[src/sv/sspg_pkg.sv]
// Package for the stepper step pulse generator.
// Holds the fixed constants, the one-hot state codes and the percent/delay tables.
// No dependencies.
`default_nettype none

package sspg_pkg;

    localparam int PULSES_PER_TURN = 3200;
    localparam int LONGEST_DELAY   = 5000;
    localparam int SHORTEST_DELAY  = 80;
    localparam int DELAY_SPAN      = LONGEST_DELAY - SHORTEST_DELAY;
    localparam int DEFAULT_PERCENT = 70;
    localparam int FULL_PERCENT    = 100;

    localparam int DELAY_W = 13;
    localparam int PCT_W   = 7;
    localparam int COUNT_W = 28;
    localparam int TGT_W   = 16;
    localparam int GOAL_W  = 32;
    localparam int VAL_W   = 17;
    localparam int UNIT_W  = 37;
    localparam int TAB_N   = FULL_PERCENT + 1;

    localparam logic [DELAY_W-1:0] ELAPSED_MAX = '1;

    // command codes
    localparam logic [2:0] CMD_TICK   = 3'd0;
    localparam logic [2:0] CMD_SPEED  = 3'd1;
    localparam logic [2:0] CMD_FASTER = 3'd2;
    localparam logic [2:0] CMD_SLOWER = 3'd3;
    localparam logic [2:0] CMD_DIR    = 3'd4;
    localparam logic [2:0] CMD_RUN    = 3'd5;
    localparam logic [2:0] CMD_STOP   = 3'd6;
    localparam logic [2:0] CMD_TURN   = 3'd7;

    typedef enum logic [7:0] {
        ST_IDLE      = 8'b0000_0001,
        ST_EXEC      = 8'b0000_0010,
        ST_TICK_CMP  = 8'b0000_0100,
        ST_TICK_PEND = 8'b0000_1000,
        ST_TICK_CNT  = 8'b0001_0000,
        ST_TICK_CHK  = 8'b0010_0000,
        ST_GOAL      = 8'b0100_0000,
        ST_FIN       = 8'b1000_0000
    } state_t;

    function automatic int delay_of(input int p);
        int d;
        d = LONGEST_DELAY - (p * DELAY_SPAN) / FULL_PERCENT;
        if (d < 0) d = 0;
        if (d > int'(ELAPSED_MAX)) d = int'(ELAPSED_MAX);
        return d;
    endfunction

    function automatic logic [TAB_N*DELAY_W-1:0] make_delay_tab();
        logic [TAB_N*DELAY_W-1:0] t;
        t = '0;
        for (int p = 0; p < TAB_N; p++) begin
            t[p*DELAY_W +: DELAY_W] = DELAY_W'(delay_of(p));
        end
        return t;
    endfunction

    // readback of the percent that each table delay maps back to
    function automatic logic [TAB_N*PCT_W-1:0] make_pct_tab();
        logic [TAB_N*PCT_W-1:0] t;
        int r;
        t = '0;
        for (int p = 0; p < TAB_N; p++) begin
            if (DELAY_SPAN <= 0) begin
                r = 0;
            end
            else begin
                r = ((LONGEST_DELAY - delay_of(p)) * FULL_PERCENT) / DELAY_SPAN;
            end
            if (r < 0) r = 0;
            if (r > FULL_PERCENT) r = FULL_PERCENT;
            t[p*PCT_W +: PCT_W] = PCT_W'(r);
        end
        return t;
    endfunction

    localparam logic [TAB_N*DELAY_W-1:0] DELAY_TAB = make_delay_tab();
    localparam logic [TAB_N*PCT_W-1:0]   PCT_TAB   = make_pct_tab();

endpackage

`default_nettype wire

[src/sv/stepper_step_pulse_generator_top.sv]
// Stepper step pulse generator, top level.
// Depends on sspg_pkg (constants, state codes, percent/delay tables).
//
//   channel  | signals                               | notes
//   ---------+---------------------------------------+--------------------------
//   input    | in_valid, in_stall, mode, value       | one command or tick word
//   output   | out_valid, out_stall, step_level,     | one status word per input
//            | direction_pin, enable_n,              |
//            | speed_percent, turning                |
//   config   | cfg_we, cfg_data                      | torque hold bit, write only
//
// Every word passes EXEC and FIN; a turn adds GOAL, a tick adds TICK_CMP and
// TICK_PEND, plus TICK_CNT and TICK_CHK on a move step; one 37-bit add/sub unit is reused.
// in_stall is high from accept until the status word is loaded into the
// output register; a stalled output holds the sequencer in its last step.
// Reset values: 70 percent speed (delay 1556), stopped, no move pending.
`default_nettype none

module stepper_step_pulse_generator_top (
    input  wire logic                               clk,
    input  wire logic                               rst_n,
    input  wire logic                               cfg_we,
    input  wire logic                               cfg_data,
    input  wire logic                               in_valid,
    output logic                                    in_stall,
    input  wire logic [2:0]                         mode,
    input  wire logic signed [sspg_pkg::VAL_W-1:0]  value,
    output logic                                    out_valid,
    input  wire logic                               out_stall,
    output logic                                    step_level,
    output logic                                    direction_pin,
    output logic                                    enable_n,
    output logic [sspg_pkg::PCT_W-1:0]              speed_percent,
    output logic                                    turning
);

    sspg_pkg::state_t state_reg, state_next;

    logic                                hold_reg;
    logic [2:0]                          mode_reg;
    logic signed [sspg_pkg::VAL_W-1:0]   val_reg;
    logic [sspg_pkg::DELAY_W-1:0]        hp_reg;
    logic [sspg_pkg::PCT_W-1:0]          pct_reg;
    logic                                run_reg;
    logic                                dir_reg;
    logic                                latch_reg;
    logic [sspg_pkg::DELAY_W-1:0]        elapsed_reg;
    logic                                step_reg;
    logic [sspg_pkg::COUNT_W-1:0]        count_reg;
    logic [sspg_pkg::TGT_W-1:0]          target_reg;
    logic [sspg_pkg::GOAL_W-1:0]         goal_reg;
    logic                                drive_reg;
    logic                                hit_reg;

    logic                                out_valid_reg;
    logic                                step_out_reg;
    logic                                dir_out_reg;
    logic                                en_out_reg;
    logic [sspg_pkg::PCT_W-1:0]          pct_out_reg;
    logic                                turn_out_reg;

    // shared add/sub unit
    logic signed [sspg_pkg::UNIT_W-1:0]  op_a;
    logic signed [sspg_pkg::UNIT_W-1:0]  op_b;
    logic                                op_sub;
    logic signed [sspg_pkg::UNIT_W-1:0]  unit_res;
    logic                                unit_neg;

    logic signed [sspg_pkg::UNIT_W-1:0]  done_ext;
    logic signed [sspg_pkg::UNIT_W-1:0]  goal_ext;
    logic [sspg_pkg::PCT_W-1:0]          pidx;
    logic                                accept;
    logic                                out_free;

    assign accept   = in_valid && !in_stall;
    assign in_stall = (state_reg != sspg_pkg::ST_IDLE);
    assign out_free = !out_valid_reg || !out_stall;

    assign done_ext = sspg_pkg::UNIT_W'({count_reg, 8'b0});
    assign goal_ext = sspg_pkg::UNIT_W'(goal_reg);

    always_comb
    begin
        op_a   = '0;
        op_b   = '0;
        op_sub = 1'b0;
        case (state_reg)
            sspg_pkg::ST_EXEC:
            begin
                case (mode_reg)
                    sspg_pkg::CMD_TICK:
                    begin
                        op_a = sspg_pkg::UNIT_W'(elapsed_reg);
                        op_b = sspg_pkg::UNIT_W'(1);
                    end
                    sspg_pkg::CMD_FASTER, sspg_pkg::CMD_SLOWER:
                    begin
                        op_a   = sspg_pkg::UNIT_W'(pct_reg);
                        op_b   = sspg_pkg::UNIT_W'(val_reg);
                        op_sub = (mode_reg == sspg_pkg::CMD_SLOWER);
                    end
                    default:
                    begin
                        op_a = sspg_pkg::UNIT_W'(val_reg);
                    end
                endcase
            end
            sspg_pkg::ST_TICK_CMP:
            begin
                op_a   = sspg_pkg::UNIT_W'(hp_reg);
                op_b   = sspg_pkg::UNIT_W'(elapsed_reg);
                op_sub = 1'b1;
            end
            sspg_pkg::ST_TICK_CNT:
            begin
                op_a = sspg_pkg::UNIT_W'(count_reg);
                op_b = sspg_pkg::UNIT_W'(1);
            end
            sspg_pkg::ST_TICK_PEND, sspg_pkg::ST_TICK_CHK, sspg_pkg::ST_FIN:
            begin
                op_a   = done_ext;
                op_b   = goal_ext;
                op_sub = 1'b1;
            end
            default:
            begin
                op_a = '0;
            end
        endcase
    end

    assign unit_res = op_sub ? (op_a - op_b) : (op_a + op_b);
    assign unit_neg = unit_res[sspg_pkg::UNIT_W-1];

    // clamp to 0..100 for the table index
    always_comb
    begin
        if (unit_neg) begin
            pidx = '0;
        end
        else if (unit_res > sspg_pkg::UNIT_W'(sspg_pkg::FULL_PERCENT)) begin
            pidx = sspg_pkg::PCT_W'(sspg_pkg::FULL_PERCENT);
        end
        else begin
            pidx = unit_res[sspg_pkg::PCT_W-1:0];
        end
    end

    always_comb
    begin
        state_next = state_reg;
        case (state_reg)
            sspg_pkg::ST_IDLE:
            begin
                if (accept) state_next = sspg_pkg::ST_EXEC;
            end
            sspg_pkg::ST_EXEC:
            begin
                if (mode_reg == sspg_pkg::CMD_TICK) begin
                    state_next = sspg_pkg::ST_TICK_CMP;
                end
                else if (mode_reg == sspg_pkg::CMD_TURN) begin
                    state_next = sspg_pkg::ST_GOAL;
                end
                else begin
                    state_next = sspg_pkg::ST_FIN;
                end
            end
            sspg_pkg::ST_TICK_CMP:  state_next = sspg_pkg::ST_TICK_PEND;
            sspg_pkg::ST_TICK_PEND:
            begin
                state_next = (unit_neg && hit_reg) ? sspg_pkg::ST_TICK_CNT
                                                   : sspg_pkg::ST_FIN;
            end
            sspg_pkg::ST_TICK_CNT:  state_next = sspg_pkg::ST_TICK_CHK;
            sspg_pkg::ST_TICK_CHK:  state_next = sspg_pkg::ST_FIN;
            sspg_pkg::ST_GOAL:      state_next = sspg_pkg::ST_FIN;
            sspg_pkg::ST_FIN:
            begin
                if (out_free) state_next = sspg_pkg::ST_IDLE;
            end
            default:                state_next = sspg_pkg::ST_IDLE;
        endcase
    end

    always_ff @(posedge clk or negedge rst_n)
    begin
        if (!rst_n) begin
            state_reg     <= sspg_pkg::ST_IDLE;
            hold_reg      <= 1'b0;
            hp_reg        <= sspg_pkg::DELAY_TAB[sspg_pkg::DEFAULT_PERCENT*sspg_pkg::DELAY_W
                                                 +: sspg_pkg::DELAY_W];
            pct_reg       <= sspg_pkg::PCT_TAB[sspg_pkg::DEFAULT_PERCENT*sspg_pkg::PCT_W
                                               +: sspg_pkg::PCT_W];
            run_reg       <= 1'b0;
            dir_reg       <= 1'b0;
            latch_reg     <= 1'b0;
            elapsed_reg   <= '0;
            step_reg      <= 1'b0;
            count_reg     <= '0;
            target_reg    <= '0;
            goal_reg      <= '0;
            drive_reg     <= 1'b0;
            hit_reg       <= 1'b0;
            out_valid_reg <= 1'b0;
        end
        else begin
            state_reg <= state_next;
            if (cfg_we) hold_reg <= cfg_data;
            if (state_reg == sspg_pkg::ST_FIN && out_free) begin
                out_valid_reg <= 1'b1;
            end
            else if (out_valid_reg && !out_stall) begin
                out_valid_reg <= 1'b0;
            end

            case (state_reg)
                sspg_pkg::ST_EXEC:
                begin
                    case (mode_reg)
                        sspg_pkg::CMD_TICK:
                        begin
                            if (elapsed_reg != sspg_pkg::ELAPSED_MAX) begin
                                elapsed_reg <= unit_res[sspg_pkg::DELAY_W-1:0];
                            end
                        end
                        sspg_pkg::CMD_SPEED, sspg_pkg::CMD_FASTER, sspg_pkg::CMD_SLOWER:
                        begin
                            hp_reg  <= sspg_pkg::DELAY_TAB[pidx*sspg_pkg::DELAY_W
                                                           +: sspg_pkg::DELAY_W];
                            pct_reg <= sspg_pkg::PCT_TAB[pidx*sspg_pkg::PCT_W
                                                         +: sspg_pkg::PCT_W];
                        end
                        sspg_pkg::CMD_DIR:  dir_reg <= (val_reg != '0);
                        sspg_pkg::CMD_RUN:
                        begin
                            run_reg   <= 1'b1;
                            drive_reg <= 1'b1;
                        end
                        sspg_pkg::CMD_STOP:
                        begin
                            run_reg   <= 1'b0;
                            drive_reg <= 1'b0;
                        end
                        default:
                        begin
                            target_reg <= val_reg[sspg_pkg::VAL_W-1] ? '0
                                          : val_reg[sspg_pkg::TGT_W-1:0];
                            drive_reg  <= 1'b1;
                        end
                    endcase
                end
                sspg_pkg::ST_TICK_CMP:
                begin
                    // free run wins; hit is cleared while running, so the move sees no step
                    hit_reg <= unit_neg && !run_reg;
                    if (unit_neg && run_reg) begin
                        elapsed_reg <= '0;
                        latch_reg   <= dir_reg;
                        step_reg    <= !step_reg;
                    end
                end
                sspg_pkg::ST_TICK_PEND:
                begin
                    if (unit_neg && hit_reg) begin
                        elapsed_reg <= '0;
                        latch_reg   <= dir_reg;
                        step_reg    <= !step_reg;
                    end
                end
                sspg_pkg::ST_TICK_CNT:
                begin
                    count_reg <= unit_res[sspg_pkg::COUNT_W-1:0];
                end
                sspg_pkg::ST_TICK_CHK:
                begin
                    if (!unit_neg) begin
                        count_reg  <= '0;
                        target_reg <= '0;
                        goal_reg   <= '0;
                        drive_reg  <= 1'b0;
                    end
                end
                sspg_pkg::ST_GOAL:
                begin
                    goal_reg <= sspg_pkg::GOAL_W'(target_reg)
                                * sspg_pkg::GOAL_W'(sspg_pkg::PULSES_PER_TURN);
                end
                default:
                begin
                    hit_reg <= hit_reg;
                end
            endcase
        end
    end

    // input capture and output word, no reset needed
    always_ff @(posedge clk)
    begin
        if (accept) begin
            mode_reg <= mode;
            val_reg  <= value;
        end
        if (state_reg == sspg_pkg::ST_FIN && out_free) begin
            step_out_reg <= step_reg;
            dir_out_reg  <= latch_reg;
            en_out_reg   <= !(hold_reg || drive_reg);
            pct_out_reg  <= pct_reg;
            turn_out_reg <= unit_neg;
        end
    end

    assign out_valid     = out_valid_reg;
    assign step_level    = step_out_reg;
    assign direction_pin = dir_out_reg;
    assign enable_n      = en_out_reg;
    assign speed_percent = pct_out_reg;
    assign turning       = turn_out_reg;

endmodule

`default_nettype wire
[config.mk]
export PLATFORM = sky130hd
export DESIGN_NAME = stepper_step_pulse_generator_top
export DESIGN_NICKNAME = d
export VERILOG_FILES = /design/src/sv/sspg_pkg.sv /design/src/sv/stepper_step_pulse_generator_top.sv
export SDC_FILE = /design/constraint.sdc
export NUM_CORES = 1
export LEC_CHECK = 0
export BUFFER_PORTS_ARGS = -buffer_cell sky130_fd_sc_hd__clkbuf_2
export CAP_MARGIN = 20
export CORE_MARGIN = 8
export CORE_UTILIZATION = 35
export CTS_CLUSTER_SIZE = 10
export DETAILED_ROUTE_END_ITERATION = 6
export PLACE_DENSITY = 0.47
export RECOVER_POWER = 25
export SYNTH_ARGS = -nofsm -noshare
export SYNTH_HDL_FRONTEND = slang
export SYNTH_SLANG_ARGS = --single-unit
[constraint.sdc]
create_clock -name clk -period 17.5 [get_ports clk]
set_input_delay 3.5 -clock clk [delete_from_list [all_inputs] [get_ports clk]]
set_output_delay 3.5 -clock clk [all_outputs]
set_load 0.05 [all_outputs]
Word-level counts from Yosys, hierarchy flattened
Index checks and enable logic that the tools add are counted.
{"block": "word_totals", "regBits": 156, "elab_cells": 136}
{"block": "classes", "addsub": 2, "n_mul": 3, "order_cmp": 1, "n_eq_ne": 26, "shift": 2, "mux": 40, "n_reduce_logical": 40}
{"operator": "indexed part select 1313 x 12 -> 13 bit, first input constant", "n": 1}
{"operator": "indexed part select 707 x 11 -> 7 bit, first input constant", "n": 1}
{"operator": "one-hot mux 37 bit (4 select lines)", "n": 2}
{"operator": "one-hot mux 37 bit (2 select lines)", "n": 2}
{"operator": "one-hot mux 32 bit (2 select lines)", "n": 1}
{"operator": "one-hot mux 28 bit (2 select lines)", "n": 1}
{"operator": "one-hot mux 8 bit (7 select lines)", "n": 1}
{"operator": "2-to-1 mux 13 bit", "n": 4}
{"operator": "2-to-1 mux 16 bit", "n": 3}
{"operator": "2-to-1 mux 8 bit", "n": 5}
{"operator": "one-hot mux 13 bit (3 select lines)", "n": 1}
{"operator": "adder 37 bit", "n": 1}
{"operator": "> comparator 37 x 8 -> 1 bit, second input constant", "n": 1}
{"operator": "2-to-1 mux 37 bit", "n": 1}
{"operator": "subtractor 37 bit", "n": 1}
{"operator": "2-to-1 mux 32 bit", "n": 1}
{"operator": "one-hot mux 16 bit (2 select lines)", "n": 1}
{"operator": "2-to-1 mux 28 bit", "n": 1}
{"operator": "multiplier 16 x 5 -> 21 bit, second input constant", "n": 1}
{"operator": "inequality test 2 bit, second input constant", "n": 9}
{"operator": "nonzero test 17 bit", "n": 1}
{"operator": "2-to-1 mux 7 bit", "n": 2}
{"operator": "inequality test 13 bit, second input constant", "n": 1}
{"operator": "equality test 3 bit, second input constant", "n": 4}
{"operator": "other kinds (29)", "n": 67}

Depth between registers and ports, before layout
{"block": "logic_depth", "ltp_word": 11, "depth_mapped": 37, "mapped_depth_nobuf": 33}

Least setup slack after synthesis
No wires, ideal clock.
{"block": "synth_timing", "kind": "register -> register", "from": "register mode_reg[1]", "to": "register hp_reg[0] (netlist name)", "setup_ps": 143, "t_arrival_ps": 7293, "t_required_ps": 17357, "setup_slack_ps": 10064, "path_stages_with_launch": 37, "n_path_buf": 7, "period_less_slack_ps": 7436, "path_cell_list": "edfxtp_1 nor2b_1 clkbuf_1 nor4b_4 buf_4 a221oi_1 nand4_1 nand2b_1 nor2_1 nand2_1 or2_2 nor3_1 nand3_1 a21oi_1 a21o_1 ha_1 nand2_1 a21oi_1 a221o_1 or3_1 buf_6 a311o_1 a21boi_2 nand4_1 nor4_4 buf_6 and3_4 buf_6 nand2_1 ha_1 clkbuf_1 clkbuf_4 nand2_1 o211ai_2 a21oi_1 a2111oi_2 o211ai_1"}
{"block": "synth_between", "elab_chain_len": 11, "elab_cells_between_ends": 21, "cone_classes": "add/sub: 2; mul: 1; order compare: 1; eq/ne: 3; shift: 1; mux: 9; reduce/logical: 4"}
{"item": "start: declaration", "line": "stepper_step_pulse_generator_top.sv:40", "rtl": "logic [2:0] mode_reg;"}
{"item": "start signal: assignment", "line": "stepper_step_pulse_generator_top.sv:301", "rtl": "mode_reg <= mode;"}
{"item": "equality test 3 x 2 -> 1 bit (on tied branches)", "line": "stepper_step_pulse_generator_top.sv:90, stepper_step_pulse_generator_top.sv:100, stepper_step_pulse_generator_top.sv:220"}
{"item": "OR reduction 2 bit", "line": "stepper_step_pulse_generator_top.sv:90", "rtl": "case (mode_reg)"}
{"item": "one-hot mux 37 bit (2 select lines)", "line": "stepper_step_pulse_generator_top.sv:90"}
{"item": "one-hot mux 37 bit (4 select lines)", "line": "stepper_step_pulse_generator_top.sv:87", "rtl": "case (state_reg)"}
{"item": "adder 37 bit / subtractor 37 bit (equally long branches)", "line": "stepper_step_pulse_generator_top.sv:132", "rtl": "assign unit_res = op_sub ? (op_a - op_b) : (op_a + op_b);"}
{"item": "2-to-1 mux 37 bit", "line": "stepper_step_pulse_generator_top.sv:132"}
{"item": "> comparator 37 x 8 -> 1 bit", "line": "stepper_step_pulse_generator_top.sv:141", "rtl": "else if (unit_res > sspg_pkg::UNIT_W'(sspg_pkg::FULL_PERCENT)) begin"}
{"item": "2-to-1 mux 7 bit", "line": "stepper_step_pulse_generator_top.sv:141"}
{"item": "2-to-1 mux 7 bit", "line": "stepper_step_pulse_generator_top.sv:138", "rtl": "if (unit_neg) begin"}
{"item": "multiplier 7 x 4 -> 11 bit", "line": "stepper_step_pulse_generator_top.sv:229", "rtl": "hp_reg <= sspg_pkg::DELAY_TAB[pidx*sspg_pkg::DELAY_W"}
{"item": "indexed part select 1313 x 12 -> 13 bit", "line": "stepper_step_pulse_generator_top.sv:229"}
{"item": "end signal: assignment", "line": "stepper_step_pulse_generator_top.sv:191", "rtl": "hp_reg <= sspg_pkg::DELAY_TAB[sspg_pkg::DEFAULT_PERCENT*sspg_pkg::DELAY_W"}
{"item": "end signal: assignment", "line": "stepper_step_pulse_generator_top.sv:229"}
{"item": "end: declaration", "line": "stepper_step_pulse_generator_top.sv:42", "rtl": "logic [sspg_pkg::DELAY_W-1:0] hp_reg;"}
Parallel ways exist; a longest one is shown, timed or not.
A chain may end at the register's enable or synchronous reset.

Worst setup path in the final report
{"block": "layout_timing", "from": "register state_reg[2]", "to": "register pct_reg[0] (netlist name)"}
{"block": "layout_between", "elab_chain_len": 10, "elab_cells_between_ends": 20, "cone_classes": "add/sub: 2; mul: 1; order compare: 1; eq/ne: 6; shift: 1; mux: 6; reduce/logical: 3"}
{"item": "start: declaration", "line": "stepper_step_pulse_generator_top.sv:37", "rtl": "sspg_pkg::state_t state_reg, state_next;"}
{"item": "start signal: assignment", "line": "stepper_step_pulse_generator_top.sv:189", "rtl": "state_reg <= sspg_pkg::ST_IDLE;"}
{"item": "start signal: assignment", "line": "stepper_step_pulse_generator_top.sv:208", "rtl": "state_reg <= state_next;"}
{"item": "equality test 8 bit (tied with other cells)", "line": "stepper_step_pulse_generator_top.sv:87"}
{"item": "OR reduction 3 bit"}
{"item": "one-hot mux 37 bit (4 select lines)", "line": "stepper_step_pulse_generator_top.sv:87"}
{"item": "adder 37 bit / subtractor 37 bit (equally long branches)", "line": "stepper_step_pulse_generator_top.sv:132"}
{"item": "2-to-1 mux 37 bit", "line": "stepper_step_pulse_generator_top.sv:132"}
{"item": "> comparator 37 x 8 -> 1 bit", "line": "stepper_step_pulse_generator_top.sv:141"}
{"item": "2-to-1 mux 7 bit", "line": "stepper_step_pulse_generator_top.sv:141"}
{"item": "2-to-1 mux 7 bit", "line": "stepper_step_pulse_generator_top.sv:138"}
{"item": "multiplier 7 x 3 -> 10 bit", "line": "stepper_step_pulse_generator_top.sv:231", "rtl": "pct_reg <= sspg_pkg::PCT_TAB[pidx*sspg_pkg::PCT_W"}
{"item": "indexed part select 707 x 11 -> 7 bit", "line": "stepper_step_pulse_generator_top.sv:231"}
{"item": "end signal: assignment", "line": "stepper_step_pulse_generator_top.sv:193", "rtl": "pct_reg <= sspg_pkg::PCT_TAB[sspg_pkg::DEFAULT_PERCENT*sspg_pkg::PCT_W"}
{"item": "end signal: assignment", "line": "stepper_step_pulse_generator_top.sv:231"}
{"item": "end: declaration", "line": "stepper_step_pulse_generator_top.sv:43", "rtl": "logic [sspg_pkg::PCT_W-1:0] pct_reg;"}
Parallel ways exist; a longest one is shown, timed or not.

==> metrics.yaml <==
run_status:
  outcome: "complete, but fails checks"
  violations: "max-capacitance violations, max-slew violations"
routing:
  vias: 13687
  wl_met1_mm: 24.2
  highest_layer: "met4"
  ant_nets: 0
  route.detailed.drc: 0
  drt-initial-drc-count: 1650
  drt-pass1-iter-count: 6
  totalWireLength_mm: 52.8
  wl_per_cell_microns: 24.1
  met2_length_mm: 23.1
  vias_per_cell: 6.23
  route.met3.wl_mm: 3.76
clocking:
  clk_path_buf_depth: 2
  path_clk_slew_ns: 0.07
  cts_tree: "built"
  cts_root_buffer: "clkbuf_16"
  clkLatencyLatePin_ns: 0.47
  cts_setup_buffers: 0
  clock_sinks: 145
  cts_hold_buf: 0
  cts.repair.resized: 0
  cts_buffers: 17
  cts_htree_levels: 4
synthesis:
  syn-num-nets: 1828
  netlist_area_sq_um: 13800
  synth_top_flop_cell: "dfrtp_1"
  synth_seq_cells: 145
  ys_warn_count: 0
  ys_types: 115
  synth_edf_count: 31
  syn_area_per_cell_sq_um: 8.13
  synth_seq_area_share_pct: 27.5
  synth_cells: 1695
  ys_async_sr_fraction_pct: 78.6
power:
  power.leakage_nw: 6.34
  power_density_nw_per_um2: 229
  vdd_drop_max_mv: 0.108
floorplanning:
  start_util_pct: 35.6
  die_w_microns: 214
  row_count: 72
  die_h_microns: 214
  boundaryPins: 39
  core_area_sq_um: 38700
  dieArea_sq_um: 46000
grt:
  grt_pass1_wl_mm: 81.6
  antenna_found_initial: 0
  grt.overflow.total: 0
  grt_usage_pct: 22.5
  grt_pass1_vias: 13244
  grt_start_max_net_pins: 62
final_layout:
  final_nets: 1798
  register_area_sq_um: 3790
  multi_input_area_sq_um: 9050
  synthToLayoutAreaGrowth_pct: 7.18
  fill_cells: 4078
  largest_reg_flops: 28
  num_antenna_cells: 0
  layout-drive-gt1-share_pct: 9.48
  final_cell_mix: "nand2_1, dfrtp_1, a21oi_1"
  final_common_cell: "nand2_1"
  stdcell_count: 2196
worst_setup_path:
  critPathTopFamily: "simple AND/OR/NAND/NOR gates"
  slowest_stage: "clkbuf_1"
  end_kind: "register"
  slowest_delay_ns: 1.38
  path_class: "register to register"
  crit_arrival_ns: 10.37
  startpoint_type: "register"
  crit_top_cell: "a21oi_1"
  crit_fanout: 35
  crit_required_ns: 17.81
  critPathBufInv: 5
sta:
  grt_setup_unrepaired: "no"
  final.setup_skew_ns: 0.0192
  max_freq_ghz: 0.0994
  slew-limit-headroom_pct: -131
  tns_ns: 0
  worst_pin_slew_ns: 3.46
  fin_hold_ws_ns: 0.445
  fin_crit_sh_pct: 57.5
  fin_crit_ns: 10.06
  setup_violations: 0
  hold_viol: 0
  slew_violations: 91
  setup_ws_ns: 7.44
place:
  place_inst: 2163
  preCtsSetupSlack_ns: 7.84
  io_buffers: 38
  post-dp-hpwl_mm: 39.0
  globalplace.congestion: 0.977
run:
  cap_violations: 2
worst_hold_path:
  hold_class: "register to register"
==> Yosys cell counts, types with 47 or more instances <==
library cell | number | share of area, %
nand2_1 | 240 | 6.5
dfrtp_1 | 106 | 19
a21oi_1 | 104 | 3.8
nor2_1 | 103 | 2.8
o21ai_0 | 98 | 3.6
ha_1 | 95 | 8.6
inv_1 | 83 | 2.3
clkbuf_1 | 69 | 1.9
nand3_1 | 65 | 2.4
nor3_1 | 53 | 1.9
o22ai_1 | 47 | 2.1
==> worst register-to-register path: cells and delay by family, from the launching register on <==
family / cells / cell delay (ns)
DFF: 1 / 0.45
AOI/OAI and AO/OA: 12 / 2.25
buffers and inverters: 5 / 1.91
and+or+nand+nor: 14 / 4.24
adders and majority gates: 3 / 1.05
==> worst paths after layout <==
kind,from,to,slack [ns],cells past startpoint
max in group asynchronous,rst_n,count_reg[25],11.03,2
min,latch_reg,direction_pin,0.44,0
min reg2reg,latch_reg,direction_pin,0.44,0
min in group asynchronous,rst_n,hold_reg,4.20,1
max,state_reg[2],pct_reg[0],7.44,34
max reg2reg,state_reg[2],pct_reg[0],7.44,34
==> cell families after synthesis <==
group	share of synthesized area [%]
compound gates	27.9
mux	1.52
simple gates	21.9
fa+ha+maj	10.4
flops	27.5
buf+inv	6.91
xor+xnor	3.88
==> area by class of cell <==
cell class	instances	share of cell area [%]
clock inverters	12	0.855
well taps	518	4.39
multi-input cells	1349	61.3
inverters	86	2.18
clock buffers	20	2.96
repair buffers	66	2.67
flip-flops and latches	145	25.7
==> power breakdown <==
group | switching [W] | internal, W
clock network | 0.000172 | 0.000199
logic | 0.00161 | 0.000852
registers | 0.000116 | 0.000435
==> routing by layer <==
| layer | global-route usage, % | vias to the layer above |
|---|---|---|
| li1 | - | 6288 |
| met1 | 31.3 | 6683 |
| met4 | 8.48 | 0 |
| met3 | 4.32 | 120 |
| met5 | 0 | - |
| met2 | 34.3 | 596 |
==> metrics by stage <==
stage / utilization [%] / instance area, sq um / total power (W)
after floorplan: - / 13800 / 0.00232
after global placement: 36.7 / 14200 / 0.00299
after detailed placement: 36.7 / 14200 / 0.00296
after CTS: 38.2 / 14800 / 0.00335
after global routing: 38.1 / 14800 / 0.00364
final: 38.1 / 14800 / 0.00339
No activity file was read; power rests on OpenSTA's default activity.
